**src/shst_pkg.sv**
```systemverilog
// Shared types and constants for the salted handle slot table.
package shst_pkg;

    localparam int CAPACITY_DEF = 1024;

    localparam int OP_W       = 3;
    localparam int ID_W       = 16;
    localparam int SIDX_W     = 16;
    localparam int RES_IDX_W  = 10;
    localparam int TSIZE_W    = 11;
    localparam int CMP_W      = 17;
    localparam int PADDR_W    = 4;
    localparam int PDATA_W    = 32;

    localparam logic [ID_W-1:0]    ID_WRAP      = 16'h8000;
    localparam logic [ID_W-1:0]    KEY_NONE     = 16'hFFFF;
    localparam logic [SIDX_W-1:0]  INDEX_NONE   = 16'hFFFF;
    localparam logic [TSIZE_W-1:0] TSIZE_RST    = 11'd1024;

    typedef enum logic [OP_W-1:0] {
        OP_ADD   = 3'd0,
        OP_GET   = 3'd1,
        OP_FIND  = 3'd2,
        OP_CLEAR = 3'd3,
        OP_ITER  = 3'd4
    } op_t;

    localparam logic [1:0] REG_TABLE_SIZE = 2'd0;
    localparam logic [1:0] REG_ZERO_ID    = 2'd1;
    localparam logic [1:0] REG_NAME_SEED  = 2'd2;

    typedef enum logic [3:0] {
        ST_IDLE  = 4'b0001,
        ST_READ  = 4'b0010,
        ST_CHECK = 4'b0100,
        ST_RESP  = 4'b1000
    } state_t;

    typedef struct packed {
        logic [TSIZE_W-1:0] table_size;
        logic               zero_id_invalid;
        logic [ID_W-1:0]    name_seed;
    } cfg_t;

    typedef struct packed {
        logic wr_en;
        logic rd_en;
    } mem_ctl_t;

endpackage

```
**src/shst_req_if.sv**
```systemverilog
// Request and response channel interfaces.
interface shst_req_if import shst_pkg::*;
();
    logic              valid;
    logic              ready;
    logic [OP_W-1:0]   op;
    logic [SIDX_W-1:0] slot_index;
    logic [ID_W-1:0]   ident;

    modport source (output valid, op, slot_index, ident, input ready);
    modport sink   (input valid, op, slot_index, ident, output ready);
endinterface

interface shst_rsp_if import shst_pkg::*;
();
    logic                 valid;
    logic                 ready;
    logic                 ok;
    logic [RES_IDX_W-1:0] result_index;
    logic [ID_W-1:0]      result_id;

    modport source (output valid, ok, result_index, result_id, input ready);
    modport sink   (input valid, ok, result_index, result_id, output ready);
endinterface

```
**src/shst_ctrl.sv**
```systemverilog
// Operation sequencer with the shared slot compare unit and result register.
module shst_ctrl import shst_pkg::*;
#(
    parameter int CAPACITY = CAPACITY_DEF
)
(
    input  logic                        clk,
    input  logic                        rst_n,
    shst_req_if.sink                    req,
    shst_rsp_if.source                  rsp,
    input  cfg_t                        cfg,
    output mem_ctl_t                    mem_ctl,
    output logic [$clog2(CAPACITY)-1:0] mem_waddr,
    output logic [ID_W-1:0]             mem_wdata,
    output logic [$clog2(CAPACITY)-1:0] mem_raddr,
    input  logic [ID_W-1:0]             mem_rdata
);
    localparam int IDX_W = $clog2(CAPACITY);
    localparam int CNT_W = $clog2(CAPACITY + 1);

    state_t               state_reg, state_next;
    logic [OP_W-1:0]      op_reg, op_next;
    logic [SIDX_W-1:0]    sidx_reg, sidx_next;
    logic [ID_W-1:0]      key_reg, key_next;
    logic [CNT_W-1:0]     scan_reg, scan_next;
    logic [CNT_W-1:0]     used_reg, used_next;
    logic                 full_reg, full_next;
    logic [ID_W-1:0]      nid_reg, nid_next;
    logic                 res_ok_reg, res_ok_next;
    logic [RES_IDX_W-1:0] res_idx_reg, res_idx_next;
    logic [ID_W-1:0]      res_id_reg, res_id_next;
    logic                 out_valid_reg, out_valid_next;
    logic                 out_ok_reg, out_ok_next;
    logic [RES_IDX_W-1:0] out_idx_reg, out_idx_next;
    logic [ID_W-1:0]      out_id_reg, out_id_next;

    logic [CMP_W-1:0] eff_size;
    logic [CMP_W-1:0] used_ext;
    logic [CMP_W-1:0] sidx_ext;
    logic [CNT_W-1:0] scan_inc;
    logic [ID_W-1:0]  nid_inc;
    logic [ID_W-1:0]  word;
    logic [ID_W-1:0]  cmp_b;
    logic             word_eq;
    logic             hit;

    assign eff_size = (CMP_W'(cfg.table_size) > CMP_W'(CAPACITY)) ?
                      CMP_W'(CAPACITY) : CMP_W'(cfg.table_size);
    assign used_ext = CMP_W'(used_reg);
    assign sidx_ext = CMP_W'(req.slot_index);
    assign scan_inc = scan_reg + 1'b1;
    assign nid_inc  = nid_reg + 1'b1;

    // slots at or past the fill count are empty
    assign word    = (CMP_W'(scan_reg) < used_ext) ? mem_rdata : '0;
    assign cmp_b   = (op_reg == OP_ITER) ? '0 : key_reg;
    assign word_eq = (word == cmp_b);
    assign hit     = (op_reg == OP_FIND) ? word_eq : !word_eq;

    assign mem_waddr = used_reg[IDX_W-1:0];
    assign mem_wdata = nid_reg;
    assign mem_raddr = scan_reg[IDX_W-1:0];

    assign req.ready        = (state_reg == ST_IDLE);
    assign rsp.valid        = out_valid_reg;
    assign rsp.ok           = out_ok_reg;
    assign rsp.result_index = out_idx_reg;
    assign rsp.result_id    = out_id_reg;

    always_comb
    begin
        state_next     = state_reg;
        op_next        = op_reg;
        sidx_next      = sidx_reg;
        key_next       = key_reg;
        scan_next      = scan_reg;
        used_next      = used_reg;
        full_next      = full_reg;
        nid_next       = nid_reg;
        res_ok_next    = res_ok_reg;
        res_idx_next   = res_idx_reg;
        res_id_next    = res_id_reg;
        out_valid_next = out_valid_reg && !rsp.ready;
        out_ok_next    = out_ok_reg;
        out_idx_next   = out_idx_reg;
        out_id_next    = out_id_reg;
        mem_ctl        = '0;

        case (state_reg)
            ST_IDLE:
            begin
                if (req.valid)
                begin
                    op_next      = req.op;
                    sidx_next    = req.slot_index;
                    key_next     = req.ident;
                    state_next   = ST_RESP;
                    res_ok_next  = 1'b0;
                    res_idx_next = '0;
                    res_id_next  = '0;
                    case (req.op)
                        OP_ADD:
                        begin
                            if (!full_reg)
                            begin
                                mem_ctl.wr_en = 1'b1;
                                res_ok_next   = 1'b1;
                                res_idx_next  = RES_IDX_W'(used_reg);
                                res_id_next   = nid_reg;
                                nid_next      = (nid_inc == '0) ? ID_WRAP : nid_inc;
                                used_next     = used_reg + 1'b1;
                                full_next     = !((used_ext + 1'b1) < eff_size);
                            end
                        end
                        OP_GET:
                        begin
                            if (!(req.slot_index == INDEX_NONE && req.ident == KEY_NONE)
                                && (sidx_ext < eff_size))
                            begin
                                scan_next  = CNT_W'(req.slot_index);
                                state_next = ST_READ;
                            end
                        end
                        OP_FIND:
                        begin
                            if (req.ident != KEY_NONE && used_reg != '0)
                            begin
                                scan_next  = '0;
                                state_next = ST_READ;
                            end
                        end
                        OP_CLEAR:
                        begin
                            used_next   = '0;
                            full_next   = 1'b0;
                            nid_next    = cfg.name_seed | ID_WRAP;
                            res_ok_next = 1'b1;
                        end
                        OP_ITER:
                        begin
                            if (sidx_ext < used_ext)
                            begin
                                scan_next  = CNT_W'(req.slot_index);
                                state_next = ST_READ;
                            end
                        end
                        default:
                        begin
                            res_ok_next = 1'b0;
                        end
                    endcase
                end
            end
            ST_READ:
            begin
                mem_ctl.rd_en = 1'b1;
                state_next    = ST_CHECK;
            end
            ST_CHECK:
            begin
                if (op_reg == OP_GET)
                begin
                    state_next = ST_RESP;
                    if (!((word == '0 && cfg.zero_id_invalid)
                          || (key_reg != '0 && !word_eq)))
                    begin
                        res_ok_next  = 1'b1;
                        res_idx_next = sidx_reg[RES_IDX_W-1:0];
                        res_id_next  = word;
                    end
                end
                else if (hit)
                begin
                    state_next   = ST_RESP;
                    res_ok_next  = 1'b1;
                    res_idx_next = RES_IDX_W'(scan_reg);
                    res_id_next  = word;
                end
                else if (scan_inc >= used_reg)
                begin
                    state_next = ST_RESP;
                end
                else
                begin
                    scan_next  = scan_inc;
                    state_next = ST_READ;
                end
            end
            ST_RESP:
            begin
                if (!out_valid_reg || rsp.ready)
                begin
                    out_valid_next = 1'b1;
                    out_ok_next    = res_ok_reg;
                    out_idx_next   = res_idx_reg;
                    out_id_next    = res_id_reg;
                    state_next     = ST_IDLE;
                end
            end
            default:
            begin
                state_next = ST_IDLE;
            end
        endcase
    end

    always_ff @(posedge clk or negedge rst_n)
    begin
        if (!rst_n)
        begin
            state_reg     <= ST_IDLE;
            used_reg      <= '0;
            full_reg      <= 1'b0;
            nid_reg       <= ID_WRAP;
            out_valid_reg <= 1'b0;
        end
        else
        begin
            state_reg     <= state_next;
            used_reg      <= used_next;
            full_reg      <= full_next;
            nid_reg       <= nid_next;
            out_valid_reg <= out_valid_next;
        end
    end

    always_ff @(posedge clk)
    begin
        op_reg      <= op_next;
        sidx_reg    <= sidx_next;
        key_reg     <= key_next;
        scan_reg    <= scan_next;
        res_ok_reg  <= res_ok_next;
        res_idx_reg <= res_idx_next;
        res_id_reg  <= res_id_next;
        out_ok_reg  <= out_ok_next;
        out_idx_reg <= out_idx_next;
        out_id_reg  <= out_id_next;
    end
endmodule

```
**src/flat_wrapper.sv**
```systemverilog
// flat-port wrapper written by rule: the top's interface ports become plain ports
module shst_ctrl_flat import shst_pkg::*;
#(
    parameter int CAPACITY = CAPACITY_DEF
)
  (clk, rst_n, cfg, mem_ctl, mem_waddr, mem_wdata, mem_raddr, mem_rdata, req_valid, req_op, req_slot_index, req_ident, req_ready, rsp_valid, rsp_ok, rsp_result_index, rsp_result_id, rsp_ready);
  shst_req_if req_i ();
  shst_rsp_if rsp_i ();
  input  logic clk;
  input  logic rst_n;
  input  cfg_t cfg;
  output mem_ctl_t mem_ctl;
  output logic [$clog2(CAPACITY)-1:0] mem_waddr;
  output logic [ID_W-1:0] mem_wdata;
  output logic [$clog2(CAPACITY)-1:0] mem_raddr;
  input  logic [ID_W-1:0] mem_rdata;
  input wire logic [$bits(req_i.valid)-1:0] req_valid;
  input wire logic [$bits(req_i.op)-1:0] req_op;
  input wire logic [$bits(req_i.slot_index)-1:0] req_slot_index;
  input wire logic [$bits(req_i.ident)-1:0] req_ident;
  output wire logic [$bits(req_i.ready)-1:0] req_ready;
  output wire logic [$bits(rsp_i.valid)-1:0] rsp_valid;
  output wire logic [$bits(rsp_i.ok)-1:0] rsp_ok;
  output wire logic [$bits(rsp_i.result_index)-1:0] rsp_result_index;
  output wire logic [$bits(rsp_i.result_id)-1:0] rsp_result_id;
  input wire logic [$bits(rsp_i.ready)-1:0] rsp_ready;
  assign req_i.valid = req_valid;
  assign req_i.op = req_op;
  assign req_i.slot_index = req_slot_index;
  assign req_i.ident = req_ident;
  assign req_ready = req_i.ready;
  assign rsp_valid = rsp_i.valid;
  assign rsp_ok = rsp_i.ok;
  assign rsp_result_index = rsp_i.result_index;
  assign rsp_result_id = rsp_i.result_id;
  assign rsp_i.ready = rsp_ready;
  shst_ctrl #(.CAPACITY(CAPACITY)) u_core (.clk(clk), .rst_n(rst_n), .req(req_i), .rsp(rsp_i), .cfg(cfg), .mem_ctl(mem_ctl), .mem_waddr(mem_waddr), .mem_wdata(mem_wdata), .mem_raddr(mem_raddr), .mem_rdata(mem_rdata));
endmodule
```
**config.mk**
```make
export PLATFORM = sky130hd
export DESIGN_NAME = shst_ctrl_flat
export DESIGN_NICKNAME = d
export VERILOG_FILES = /design/src/shst_pkg.sv /design/src/shst_req_if.sv /design/src/shst_ctrl.sv /design/src/flat_wrapper.sv
export SDC_FILE = /design/constraint.sdc
export NUM_CORES = 1
export LEC_CHECK = 0
export BUFFER_PORTS_ARGS = -buffer_cell sky130_fd_sc_hd__buf_4
export CAP_MARGIN = 20
export CORE_MARGIN = 4
export CORE_UTILIZATION = 55
export DETAILED_ROUTE_END_ITERATION = 10
export PLACE_DENSITY = 0.8
export SYNTH_ARGS = -nofsm -noshare
export SYNTH_HDL_FRONTEND = slang
export SYNTH_SLANG_ARGS = --single-unit
```
**constraint.sdc**
```tcl
create_clock -name clk -period 8.3 [get_ports clk]
set_input_delay 0.415 -clock clk [delete_from_list [all_inputs] [get_ports clk]]
set_output_delay 0.415 -clock clk [all_outputs]
set_load 0.01 [all_outputs]
```
* Word-level counts from Yosys, hierarchy flattened *
Index checks and enable logic that the tools add are counted.

word-level totals
  bits in registers = 127
  input bits = 83
  output and inout port bits = 67
  word-level logic and storage cells = 136

cells by class
  add/sub/neg operators = 4
  magnitude comparators = 6
  equal/unequal tests = 27
  multiplexer cells = 57
  reductions and logical operators = 27

operator list
  kind                     number
  $mux W16                 10
  $mux W11                 9
  $pmux W16 S2             2
  $mux W10                 6
  $pmux W11 S2             2
  $pmux W11 S3             1
  $eq A16 B16 Y1 const B   2
  $logic_not A16 Y1        2
  $lt A16 B11 Y1           2
  $mux W4                  8
  $add A11 B1 Y11 const B  2
  $pmux W10 S2             1
  $lt A17 B17 Y1           1
  $add A16 B1 Y16 const B  1
  $eq A16 B16 Y1           1
  $ne A16 B16 Y1 const B   1
  $pmux W4 S4              1
  $reduce_bool A16 Y1      1
  $mux W1                  13
  $add A11 B1 Y12 const B  1
  $pmux W4 S3              1
  $ge A11 B11 Y1           1
  $gt A11 B11 Y1 const B   1
  $lt A11 B11 Y1           1
  other kinds (24)         50

* Longest topological paths before layout *
  word-level depth = 9
  gate-level depth with buffers = 15
  gate-level depth less buffers = 15

* Least setup slack after synthesis *
Ideal clock, no wire load.

  path kind = register -> register
  start point = reg u_core.used_reg[4]
  end point = reg u_core.res_id_reg[0] (enable)
  library setup time = 516 ps
  arrival time = 2950 ps
  required time = 7784 ps
  setup slack = 4834 ps
  stages on the path, launching flop included = 11
  buffers on the path = 0
  period minus slack after synthesis = 3466 ps
  path through = dfrtp_1 inv_1 ha_1 a211oi_1 nor2_1 o31ai_1 and2_1 a41oi_1 nor4_4 nand4b_1 nand3_1

between the ends
  word-level cells in the longest chain between the ends = 8
  elaborated cells between the ends (all ways) = 12
  classes of those cells = order compare (1); eq/ne (3); mux (2); reduce/logical (6)

ends and longest elaborated chain
  item                           line                               source
  start: declaration             shst_ctrl.sv:26                    logic [CNT_W-1:0] used_reg, used_next;
  start signal: assignment       shst_ctrl.sv:220                   used_reg <= used_next;
  $lt A11 B11 Y1 *               shst_ctrl.sv:55                    assign word = (CMP_W'(scan_reg) < used_ext) ? mem_rdata : '0;
  $mux W16 *                     shst_ctrl.sv:55
  $eq A16 B16 Y1                 shst_ctrl.sv:57                    assign word_eq = (word == cmp_b);
  $logic_not A1 Y1               shst_ctrl.sv:58, shst_ctrl.sv:165
  $logic_and A1 B1 Y1            shst_ctrl.sv:165                   || (key_reg != '0 && !word_eq)))
  $logic_or A1 B1 Y1             shst_ctrl.sv:165
  $ne A3 B3 Y1 (no line)         --
  $reduce_and A4 Y1 (no line) *  --
  end signal: assignment         shst_ctrl.sv:235                   res_id_reg <= res_id_next;
  end: declaration               shst_ctrl.sv:31                    logic [ID_W-1:0] res_id_reg, res_id_next;

Mark *: on every way between the ends. The rest lies on a longest branch, timed or not.
A chain may end at the register's enable or synchronous reset.

* Final worst setup path *
  start point = reg u_core.used_reg[4]
  end point = reg u_core.scan_reg[1] (enable)

between the ends
  word-level cells in the longest chain between the ends = 7
  elaborated cells between the ends (all ways) = 14
  classes of those cells = order compare (3); eq/ne (5); mux (2); reduce/logical (4)

ends and longest elaborated chain
  item                           line              source
  $lt A11 B11 Y1                 shst_ctrl.sv:55
  $mux W16                       shst_ctrl.sv:55
  $eq A16 B16 Y1                 shst_ctrl.sv:57
  $logic_not A1 Y1               shst_ctrl.sv:58   assign hit = (op_reg == OP_FIND) ? word_eq : !word_eq;
  $mux W1                        shst_ctrl.sv:58
  $ne A2 B2 Y1 (no line)         --
  $reduce_and A9 Y1 (no line) *  --
  end signal: assignment         shst_ctrl.sv:232  scan_reg <= scan_next;
  end: declaration               shst_ctrl.sv:25   logic [CNT_W-1:0] scan_reg, scan_next;

Marks and branches as above.

==> metrics.md <==
| Metric | Value |
|---|---|
| Area growth, synth to finish | 22.45% |
| GP Congestion | 0.9151 |
| Synth area leaders | edfxtp_1 (37%), dfrtp_1 (10%), ha_1 (9.2%) |
| Non-Filler Instances | 1068 |
| Fin. Hold Viols | 0 |
| Final WS setup | 4.598 ns |
| Worst Path Max Fanout | 11 |
| Residual DRC | 0 |
| Switching fraction of total power | 0.3576 |
| Post_cts resized | 0 |
| Post-DP HPWL | 16050 um |
| Die span in y | 125.6 um |
| Total power | 2426 uW |
| Total CTS buffers | 17 |
| Pwr Density | 260.5 nW/um^2 |
| Pleak | 0.003783 uW |
| Depth of the CTS H-tree | 4 |
| GRT overflow | 0 |
| Mapped Area | 7606 um^2 |
| Sum Neg Setup Slack | 0 ns |
| Post-DR wirelength/cell | 20.11 um |
| Slew @ Worst Pin | 0.9777 ns |
| Clk Latency, worst-skew pair | 0.42 ns |
| Status | finished clean |
| Seq/Total Area, Yosys | 0.4800 |
| Crit path capture type | flip-flop |
| Fmax | 270.1 MHz |
| HP Class | in2reg |
| Die Area | 15770 um^2 |
| Post-synth EDFFs | 94 |
| Period Utilization, post-route | 0.4461 |
| Pre-CTS setup slack | 4.613 ns |
| Internal power | 1559 uW |
| Crit path largest cell delay | 0.45 ns |
| Initial Utilization | 0.5676 |
| Startpoint types | flip-flop |
| Worst path arrival time | 3.77 ns |
| Slew HR | 0.3458 |
| Worst path bufs/invs | 1 |
| Via count | 6593 |
| Core area | 13400 um^2 |
| Largest net degree at the start of global routing | 34 |
| Setup violators final | 0 |
| Via density | 6.173 |
| Worst path top cell family by delay | simple AND/OR/NAND/NOR gates |
| Register Area | 3651 um^2 |
| Reg clk slew, reported paths | 0.06 ns |
| Cell variety after synth | 63 |
| Nets | 1018 |
| Post-Syn Nets | 891 |
| Fillcell total | 1007 |
| Initial antenna violation count | 0 |
| Hold_buf cts | 1 |
| Root buf cell | clkbuf_16 |
| Post-synth top area share | 0.3711 |
| Synth Warn # | 0 |
| Final slew viol count | 0 |
| Power share of the clock group | 0.293 |
| Synth Register Bits | 127 |
| P_sw | 867.6 uW |
| Tmin final | 3.702 ns |
| CP cell instances | inv_1, ha_1, a211oi_1, nor2_1, o31ai_1, and2_1, a41oi_1, nor4_4, mux2_1, nand2_1 |
| Cell taking the most area after synthesis | edfxtp_1 |
| 1st-iter DRT viols | 516 |
| Max VDD drop | 0.1408 mV |
| Placed cells | 1035 |
| Worst path slowest cell | dfrtp_1 |
| Die Span X | 125.6 um |
| Worst EP required | 8.37 ns |
| Max clock buf depth | 2 |
| First-pass GRT wire length | 34390 um |
| Ys flop type | edfxtp_1 |
| Synth async-reset ratio | 0.2598 |
| Vias in the first global route | 6582 |
| Detailed Routing Iterations Pass 1 | 5 |
| Antenna cells | 0 |
| Final Skew | 0.006799 ns |
| Gr usage total | 0.2743 |
| Avg Cell Area, Syn | 10.11 um^2 |
| Combinational share of power | 0.302 |
| CTS tree | yes |
| Total wire length | 21480 um |
| Layout cell share with drive strength beyond 1 | 0.2220 |
| RSZ-0062 raised after global routing | false |
| Cells after synthesis | 752 |
| Area occupied by multi-input gates | 3583 um^2 |
| Worst Path Class, Setup | reg2reg |
| Cell row count | 42 |
| Setup bufs post-CTS | 0 |
| PortBufs | 148 |
| Antenna viol nets, final | 0 |
| CTS sink count | 127 |
| Top-level I/O count | 150 |
| Max_cap viols | 0 |
| Sequential power share | 0.405 |
==> cell families after synthesis <==
group           Yosys count  share of synthesized area
simple gates            249                     0.1643
compound gates          202                     0.1681
flops                   127                     0.4800
buf+inv                  81                    0.05050
fa+ha+maj                56                    0.09212
xor+xnor                 25                    0.02879
mux                      12                    0.01612
==> path summary, 6_finish.rpt <==
check,start,end,slack [ns],depth (start not counted)
max reg2reg,u_core.used_reg[4],u_core.scan_reg[1],4.60,10
max,u_core.used_reg[4],u_core.scan_reg[1],4.60,10
max in group asynchronous,rst_n,u_core.mem_wdata[15],7.45,2
min in group asynchronous,rst_n,u_core.mem_wdata[10],0.50,2
min,req_ident[15],u_core.key_reg[15],0.18,1
min reg2reg,u_core.res_id_reg[6],u_core.rsp.result_id[6],0.42,0
==> cell usage after synthesis (4+ instances only) <==
master,count
a211oi_1,5
a21o_1,7
a21oi_1,53
a22o_1,27
a31oi_1,10
and2_1,5
and3_1,6
buf_2,4
buf_4,20
clkbuf_1,23
dfrtp_1,31
edfxtp_1,94
ha_1,56
inv_1,32
mux2i_1,10
nand2_1,69
nand2b_1,5
nand3_1,32
nand4_1,15
nor2_1,58
nor3_1,15
nor4_1,12
nor4b_1,5
o21ai_0,65
or3_1,6
xnor2_1,21
xor2_1,4
==> layout by cell type (no fill, tap or decap), drive strengths merged, types with 27 or more instances in the layout <==
cell	n
a21oi	53
a22o	27
buf	155
dfrtp	31
edfxtp	94
ha	56
inv	37
nand2	69
nand3	32
nor2	58
o21ai	65
==> power by group through the flow <==
stage          Clock, uW  Sequential, uW  Combinational, uW
3_5_place_dp           0             989                723
5_1_grt              750             999                817
2_1_floorplan          0             929                493
4_1_cts              715             976                729
3_3_place_gp           0             982                692
6_report             710             982                734
==> final cells by class <==
cell class | count | area share
well taps | 176 | 0.02364
clock inverters | 15 | 0.01464
flip-flops and latches | 127 | 0.3920
repair buffers | 156 | 0.1260
inverters | 33 | 0.01330
multi-input cells | 544 | 0.3847
clock buffers | 17 | 0.04567
==> through the flow <==
| step | util | instance area, um^2 | hold slack, ns |
|---|---|---|---|
| floorplan | - | 7606 | 0.1194 |
| global placement | 0.6524 | 8742 | 0.4003 |
| detailed placement | 0.6524 | 8742 | 0.4036 |
| CTS | 0.6951 | 9314 | 0.1642 |
| global route | 0.6951 | 9314 | 0.1635 |
| finish | 0.6951 | 9314 | 0.1769 |
==> per-layer routing <==
layer  GRT usage  vias to the layer above  wire length [um]  part of all wire
li1            -                     3071                 -                 -
met1      0.3607                     3134              8975              0.42
met2      0.4424                      334             10110              0.47
met3     0.06482                       54              1720             0.080
met4      0.1052                        0               668             0.031
met5           0                        -                 0                 0
No activity file was read; power rests on OpenSTA's default activity.
